===== src/hdl/bfta_pkg.sv =====
`timescale 1ns / 1ps
// ----------------------------------------------------------------------------
// bfta_pkg
// Shared types, codes and defaults for the best-fit boundary-tag allocator.
// ----------------------------------------------------------------------------
package bfta_pkg;

	localparam int HEAP_BYTES_DEF  = 65536;
	localparam int CHUNK_BYTES_DEF = 4096;
	localparam int FIRST_BLOCK     = 12;
	localparam int TAG_W           = 32;
	localparam int PROLOGUE_TAG    = 9;

	localparam logic ACT_ALLOC   = 1'b0;
	localparam logic ACT_RELEASE = 1'b1;

	typedef enum logic [1:0] {
		ST_DONE    = 2'd0,
		ST_OOM     = 2'd1,
		ST_IGNORED = 2'd2
	} status_t;

	typedef struct packed {
		logic        action;
		logic [16:0] request_bytes;
		logic [15:0] release_address;
	} req_t;

	typedef struct packed {
		status_t     status;
		logic [15:0] payload_address;
		logic [16:0] granted_bytes;
	} rsp_t;

	typedef enum logic [4:0] {
		S_INIT, S_IDLE, S_WRD, S_WALK, S_EXT, S_WEPI, S_RPREV, S_RNEXT, S_MERGE,
		S_WFH, S_WFF, S_PH, S_PF, S_PSH, S_PSF,
		S_D_GRANT, S_D_OOM, S_D_IGN, S_D_FREED
	} fsm_t;

	typedef enum logic [4:0] {
		OP_NONE, OP_INIT, OP_LOAD, OP_WRD, OP_WALK, OP_EXT, OP_WEPI, OP_RPREV,
		OP_RNEXT, OP_MERGE, OP_WFH, OP_WFF, OP_PH, OP_PF, OP_PSH, OP_PSF,
		OP_OUT_GRANT, OP_OUT_OOM, OP_OUT_IGN, OP_OUT_FREED
	} dp_op_t;

	typedef struct packed {
		dp_op_t op;
	} cmd_t;

	typedef struct packed {
		logic init_last;
		logic in_null;
		logic is_rel;
		logic h_lt_brk;
		logic s_zero;
		logic w_used;
		logic rel_eq;
		logic rel_gt;
		logic found;
		logic ext_more;
		logic ext_oom;
		logic rem_small;
		logic out_free;
	} sts_t;

endpackage


===== src/hdl/bfta_ctrl.sv =====
`timescale 1ns / 1ps
// ----------------------------------------------------------------------------
// bfta_ctrl
// Sequencer: heap init, block walk, extension, coalesce, place and reply.
// ----------------------------------------------------------------------------
module bfta_ctrl (
	input  logic           clk,
	input  logic           arst_n,
	input  logic           req_valid,
	output logic           req_stall,
	input  bfta_pkg::sts_t sts,
	output bfta_pkg::cmd_t cmd
);

	bfta_pkg::fsm_t state_q, state_d;

	always_ff @(posedge clk or negedge arst_n) begin
		if (!arst_n) begin
			state_q <= bfta_pkg::S_INIT;
		end else begin
			state_q <= state_d;
		end
	end

	always_comb begin
		state_d = state_q;
		unique case (state_q)
			bfta_pkg::S_INIT: begin
				if (sts.init_last) state_d = bfta_pkg::S_IDLE;
			end
			bfta_pkg::S_IDLE: begin
				if (req_valid) begin
					state_d = sts.in_null ? bfta_pkg::S_D_IGN : bfta_pkg::S_WRD;
				end
			end
			bfta_pkg::S_WRD: begin
				if (sts.h_lt_brk) state_d = bfta_pkg::S_WALK;
				else if (sts.is_rel) state_d = bfta_pkg::S_D_IGN;
				else if (sts.found) state_d = bfta_pkg::S_PH;
				else state_d = bfta_pkg::S_EXT;
			end
			bfta_pkg::S_WALK: begin
				if (sts.is_rel) begin
					if (sts.s_zero || sts.rel_gt) state_d = bfta_pkg::S_D_IGN;
					else if (sts.rel_eq) begin
						state_d = sts.w_used ? bfta_pkg::S_RPREV : bfta_pkg::S_D_IGN;
					end else state_d = bfta_pkg::S_WRD;
				end else if (sts.s_zero) begin
					state_d = sts.found ? bfta_pkg::S_PH : bfta_pkg::S_EXT;
				end else begin
					state_d = bfta_pkg::S_WRD;
				end
			end
			bfta_pkg::S_EXT: begin
				if (!sts.ext_more) begin
					state_d = sts.ext_oom ? bfta_pkg::S_D_OOM : bfta_pkg::S_WEPI;
				end
			end
			bfta_pkg::S_WEPI:  state_d = bfta_pkg::S_RPREV;
			bfta_pkg::S_RPREV: state_d = bfta_pkg::S_RNEXT;
			bfta_pkg::S_RNEXT: state_d = bfta_pkg::S_MERGE;
			bfta_pkg::S_MERGE: state_d = sts.is_rel ? bfta_pkg::S_WFH : bfta_pkg::S_PH;
			bfta_pkg::S_WFH:   state_d = bfta_pkg::S_WFF;
			bfta_pkg::S_WFF:   state_d = bfta_pkg::S_D_FREED;
			bfta_pkg::S_PH:    state_d = bfta_pkg::S_PF;
			bfta_pkg::S_PF:    state_d = sts.rem_small ? bfta_pkg::S_D_GRANT : bfta_pkg::S_PSH;
			bfta_pkg::S_PSH:   state_d = bfta_pkg::S_PSF;
			bfta_pkg::S_PSF:   state_d = bfta_pkg::S_D_GRANT;
			bfta_pkg::S_D_GRANT, bfta_pkg::S_D_OOM, bfta_pkg::S_D_IGN,
			bfta_pkg::S_D_FREED: begin
				if (sts.out_free) state_d = bfta_pkg::S_IDLE;
			end
			default: state_d = bfta_pkg::S_IDLE;
		endcase
	end

	always_comb begin
		cmd.op    = bfta_pkg::OP_NONE;
		req_stall = 1'b1;
		unique case (state_q)
			bfta_pkg::S_INIT: cmd.op = bfta_pkg::OP_INIT;
			bfta_pkg::S_IDLE: begin
				req_stall = 1'b0;
				if (req_valid) cmd.op = bfta_pkg::OP_LOAD;
			end
			bfta_pkg::S_WRD:   cmd.op = bfta_pkg::OP_WRD;
			bfta_pkg::S_WALK:  cmd.op = bfta_pkg::OP_WALK;
			bfta_pkg::S_EXT: begin
				if (sts.ext_more) cmd.op = bfta_pkg::OP_EXT;
			end
			bfta_pkg::S_WEPI:  cmd.op = bfta_pkg::OP_WEPI;
			bfta_pkg::S_RPREV: cmd.op = bfta_pkg::OP_RPREV;
			bfta_pkg::S_RNEXT: cmd.op = bfta_pkg::OP_RNEXT;
			bfta_pkg::S_MERGE: cmd.op = bfta_pkg::OP_MERGE;
			bfta_pkg::S_WFH:   cmd.op = bfta_pkg::OP_WFH;
			bfta_pkg::S_WFF:   cmd.op = bfta_pkg::OP_WFF;
			bfta_pkg::S_PH:    cmd.op = bfta_pkg::OP_PH;
			bfta_pkg::S_PF:    cmd.op = bfta_pkg::OP_PF;
			bfta_pkg::S_PSH:   cmd.op = bfta_pkg::OP_PSH;
			bfta_pkg::S_PSF:   cmd.op = bfta_pkg::OP_PSF;
			bfta_pkg::S_D_GRANT: begin
				if (sts.out_free) cmd.op = bfta_pkg::OP_OUT_GRANT;
			end
			bfta_pkg::S_D_OOM: begin
				if (sts.out_free) cmd.op = bfta_pkg::OP_OUT_OOM;
			end
			bfta_pkg::S_D_IGN: begin
				if (sts.out_free) cmd.op = bfta_pkg::OP_OUT_IGN;
			end
			bfta_pkg::S_D_FREED: begin
				if (sts.out_free) cmd.op = bfta_pkg::OP_OUT_FREED;
			end
			default: cmd.op = bfta_pkg::OP_NONE;
		endcase
	end

endmodule


===== config.mk =====
export PLATFORM = sky130hd
export DESIGN_NAME = bfta_ctrl
export DESIGN_NICKNAME = d
export VERILOG_FILES = /design/src/hdl/bfta_pkg.sv /design/src/hdl/bfta_ctrl.sv
export SDC_FILE = /design/constraint.sdc
export NUM_CORES = 1
export LEC_CHECK = 0
export ABC_AREA = 1
export BUFFER_PORTS_ARGS = -buffer_cell sky130_fd_sc_hd__buf_2
export CORE_MARGIN = 5
export CORE_UTILIZATION = 40
export CTS_BUF_LIST = sky130_fd_sc_hd__clkbuf_4
export DETAILED_ROUTE_END_ITERATION = 16
export PLACE_DENSITY = 0.72
export RECOVER_POWER = 50
export REMOVE_ABC_BUFFERS = 1
export SYNTH_ARGS = -nofsm -noshare
export SYNTH_HDL_FRONTEND = slang
export SYNTH_SLANG_ARGS = --single-unit

===== constraint.sdc =====
create_clock -name clk -period 3.4 [get_ports clk]
set_input_delay 0.68 -clock clk [delete_from_list [all_inputs] [get_ports clk]]
set_output_delay 0.68 -clock clk [all_outputs]
set_load 0.005 [all_outputs]

Word level (Yosys, flattened, before mapping) --
Cells that the tools add are included.
Storage, ports and cells: register bits after elaboration 5, output and inout port bits 6, input bits 16, word-level logic and storage cells 52
Operators by class: multiplexer cells 25, reductions and logical operators 4, equal/unequal tests 22
Operators with widths (count):
- one-hot mux 5 bit (19 select lines) | 1
- 2-to-1 mux 5 bit | 17
- one-hot mux 5 bit (16 select lines) | 1
- == test 5 x 4 -> 1 bit, second input constant | 8
- == test 5 x 3 -> 1 bit, second input constant | 4
- == test 5 bit, second input constant | 3
- == test 5 x 2 -> 1 bit, second input constant | 2
- inequality test 2 bit, second input constant | 4
- 2-to-1 mux 2 bit | 3
- == test 5 x 1 -> 1 bit, second input constant | 1
- logical NOT 5 bit | 1
- 2-to-1 mux 4 bit | 1
- AND reduction 4 bit | 1
- OR reduction 4 bit | 1
- 2-to-1 mux 3 bit | 1
- logical OR 1 bit | 1
- 2-to-1 mux 1 bit | 1

Longest topological paths before layout --
word-level depth 5, mapped depth 12, gate-level depth less buffers 11

Least setup slack after synthesis --
Ideal clock, no wire load.
path type reg2out, start point reg state_q[3], end point out cmd[1] (netlist name), cell stages (with the launch flop) 6, data required time 2.720 ns, data arrival time 1.104 ns, buffers on the path 0, setup slack 1.616 ns, cells stage by stage dfrtp_1 nor2_4 nand2_2 nor2_2 inv_2 o2111ai_1
RTL lines:
- from (decl) | line bfta_ctrl.sv:15 | bfta_pkg::fsm_t state_q, state_d;
- from (signal assigned) | line bfta_ctrl.sv:19 | state_q <= bfta_pkg::S_INIT;
- from (signal assigned) | line bfta_ctrl.sv:21 | state_q <= state_d;
- to (decl) | line bfta_ctrl.sv:12 | output bfta_pkg::cmd_t cmd

==> flow_summary.yaml <==
worst_setup_path:
  required_ns: 2.72
  cp-endpoint: "cmd[1]"
  start_kind: "flop"
  arrival_ns: 1.81
  end_kind: "output pin"
  critical_path.startpoint: "state_q[3]"
  r2r-end: "state_q[1]"
  reg2regPathDepth: 8
  crit_type: "flop to output pin"
  critical_path.max_fanout: 6
  reg2reg_from: "state_q[3]"
  ff2ff_setup_slack_ns: 1.57
finish:
  antenna_cells: 0
  num-fill-cells: 188
  nets: 180
  largest_reg_flops: 5
  fin_area_sq_um: 890
  largest_register: "state_q"
  seqCellArea_sq_um: 125
  drive_above_1_share_pct: 22.1
  top_regs: "state_q: 5 flops"
  area_growth_pct: 18.9
  multi_input_area_sq_um: 517
die:
  rows: 15
  start_util_pct: 42.9
  fp.dieH_um: 53.3
  core-area_sq_mm: 0.00175
  ios: 22
  die-area_sq_mm: 0.00284
  die_w_um: 53.3
pwr:
  p_seq_share_pct: 19.4
  p_comb_share_pct: 69.1
  leakage_nw: 0.530
  vdd_drop_max_mv: 0.422
  swShare_pct: 55.5
  power_density_mw_per_mm2: 758
  p_sw_w: 0.000374
  p_clk_share_pct: 11.5
  internal-power_w: 0.000300
synth:
  synth_top_area_cell: "nand2_1"
  syn_inst: 140
  avgSynthCellArea_sq_um: 5.34
  synth_seq_area_share_pct: 16.7
  synth_most_common_cell: "nand2_1"
  ys_top_cells_by_area: "nand2_1, dfrtp_1, nor2_1, nand3_1, inv_1"
  ys.warnings.count: 0
  synth_common_cells: "nand2_1, nor2_1, inv_1, nand3_1, o21ai_1"
  ys_seq_elements: 5
  synthFlopType: "dfrtp_1"
  async_flop_share_pct: 100
  synth_cell_types: 21
  synth_top_cell_area_share_pct: 19.6
  syn_area_sq_um: 748
  synth_edf_count: 0
clocking:
  clkLatencyLatePin_ns: 0.25
  clock_sinks: 5
  cts_tree: "done"
  cts_resized: 0
  htree_levels: 1
  cts_buffers: 3
  cts_buffer_depth: 2
  post_cts.repair.setup_buffers: 0
  hold_buffers: 0
  root_buffer: "clkbuf_4"
  clkTransAtPathRegs_ns: 0.05
timing:
  hold_ws_ns: 0.268
  slew_viol_final: 0
  worst_pin_slew_ns: 0.457
  min_period_over_period_pct: 73.2
  slew-limit-headroom_pct: 69.4
  fmax_ghz: 0.402
  finalSetupTns_ns: 0
  skew_ns: 0.00842
  setup_violations: 0
  hold_viol: 0
  rsz0062_at_grt: "no"
  period_minus_slack_ns: 2.49
grt:
  grt_pass1_wl_um: 3800
  grt_start_max_net_pins: 13
  antenna_found_initial: 0
  gr-usage-all-layers_pct: 18.0
  first_global_vias: 1014
  grt_overflow_total: 0
routing:
  vias_per_cell: 5.32
  route.detailed.drc: 0
  dr.first_iter.drc_count: 44
  postRouteAntennaNets: 0
  dr.pass1.iters: 4
  vias: 1001
  routedWlPerCell_um: 11.3
  routed_wl_um: 2130
placed_design:
  hpwl_um: 1850
  place.gp.congestion: 0.978
  io_buffers: 21
  dpl_cell_area_sq_um: 868
run_status:
  status: "finished, final reports clean"
run:
  maxCapViolCount: 0
min_path:
  min_path_type: "input pin to async pin"
[layer usage]
layer  track usage (%)  vias up  part of all wire, %
met3              4.23       20                  7.5
met5                 0        -                    0
met2              32.2       54                   47
li1                  -      498                    -
met4              10.2        0                  5.6
met1              18.8      429                   40
[power by group through the flow]
stage | clock [W] | sequential [W] | combinational [W]
after floorplan | 0 | 0.000121 | 0.000339
after global placement | 0 | 0.000131 | 0.000471
after detailed placement | 0 | 0.000132 | 0.000469
after CTS | 0.0000802 | 0.000132 | 0.000472
after global routing | 0.0000838 | 0.000135 | 0.000536
final | 0.0000778 | 0.000131 | 0.000466
[cell type report]
| class | count | share of cell area (%) |
|---|---|---|
| Multi-Input combinational cell | 111 | 58.1 |
| Sequential cell | 5 | 14.1 |
| Timing Repair Buffer | 21 | 11.7 |
| Inverter | 22 | 9.28 |
| Tap cell | 25 | 3.52 |
| Clock buffer | 4 | 3.38 |
[through the flow]
step / utilization [%] / setup WS [ns] / total power, W / cells
detailed placement: 49.7 / 1.39 / 0.000601 / 184
CTS: 51.5 / 1.12 / 0.000683 / 188
global placement: 49.7 / 1.37 / 0.000602 / 184
global route: 51.0 / 0.758 / 0.000755 / 188
finish: 51.0 / 0.912 / 0.000675 / 188
floorplan: - / 1.62 / 0.000460 / 138
[critical path: stages (launching register included)]
cell and delay (ns):
dfrtp_1 0.46, nor2_1 0.41, nand2_2 0.13, nor2_2 0.20, inv_2 0.06, o2111ai_1 0.16, buf_2 0.14
[cells in the final DEF (no fill, tap or decap), types with 4 or more instances in the layout]
master,count
nand4_1,5
o21ai_0,6
nor2_1,25
buf_2,20
inv_1,17
nand2_1,39
dfrtp_1,5
clkbuf_4,4
nand3_1,17
o21ai_1,4
inv_2,5
[cells by family after synthesis]
family	after synthesis	share of synthesized area, %
simple gates	94	57.4
flops	5	16.7
buf+inv	24	13.2
compound gates	17	12.7
[how the worst min path moves through the flow]
stage | from | endpoint | slack (ns)
global placement | arst_n | state_q[2] | 0.50
CTS | arst_n | state_q[2] | 0.23
global route | arst_n | state_q[4] | 0.30
detailed placement | arst_n | state_q[2] | 0.50
finish | arst_n | state_q[4] | 0.27
floorplan | arst_n | state_q[0] | 0.38
Note: power is estimated with default switching activity, not from simulation.
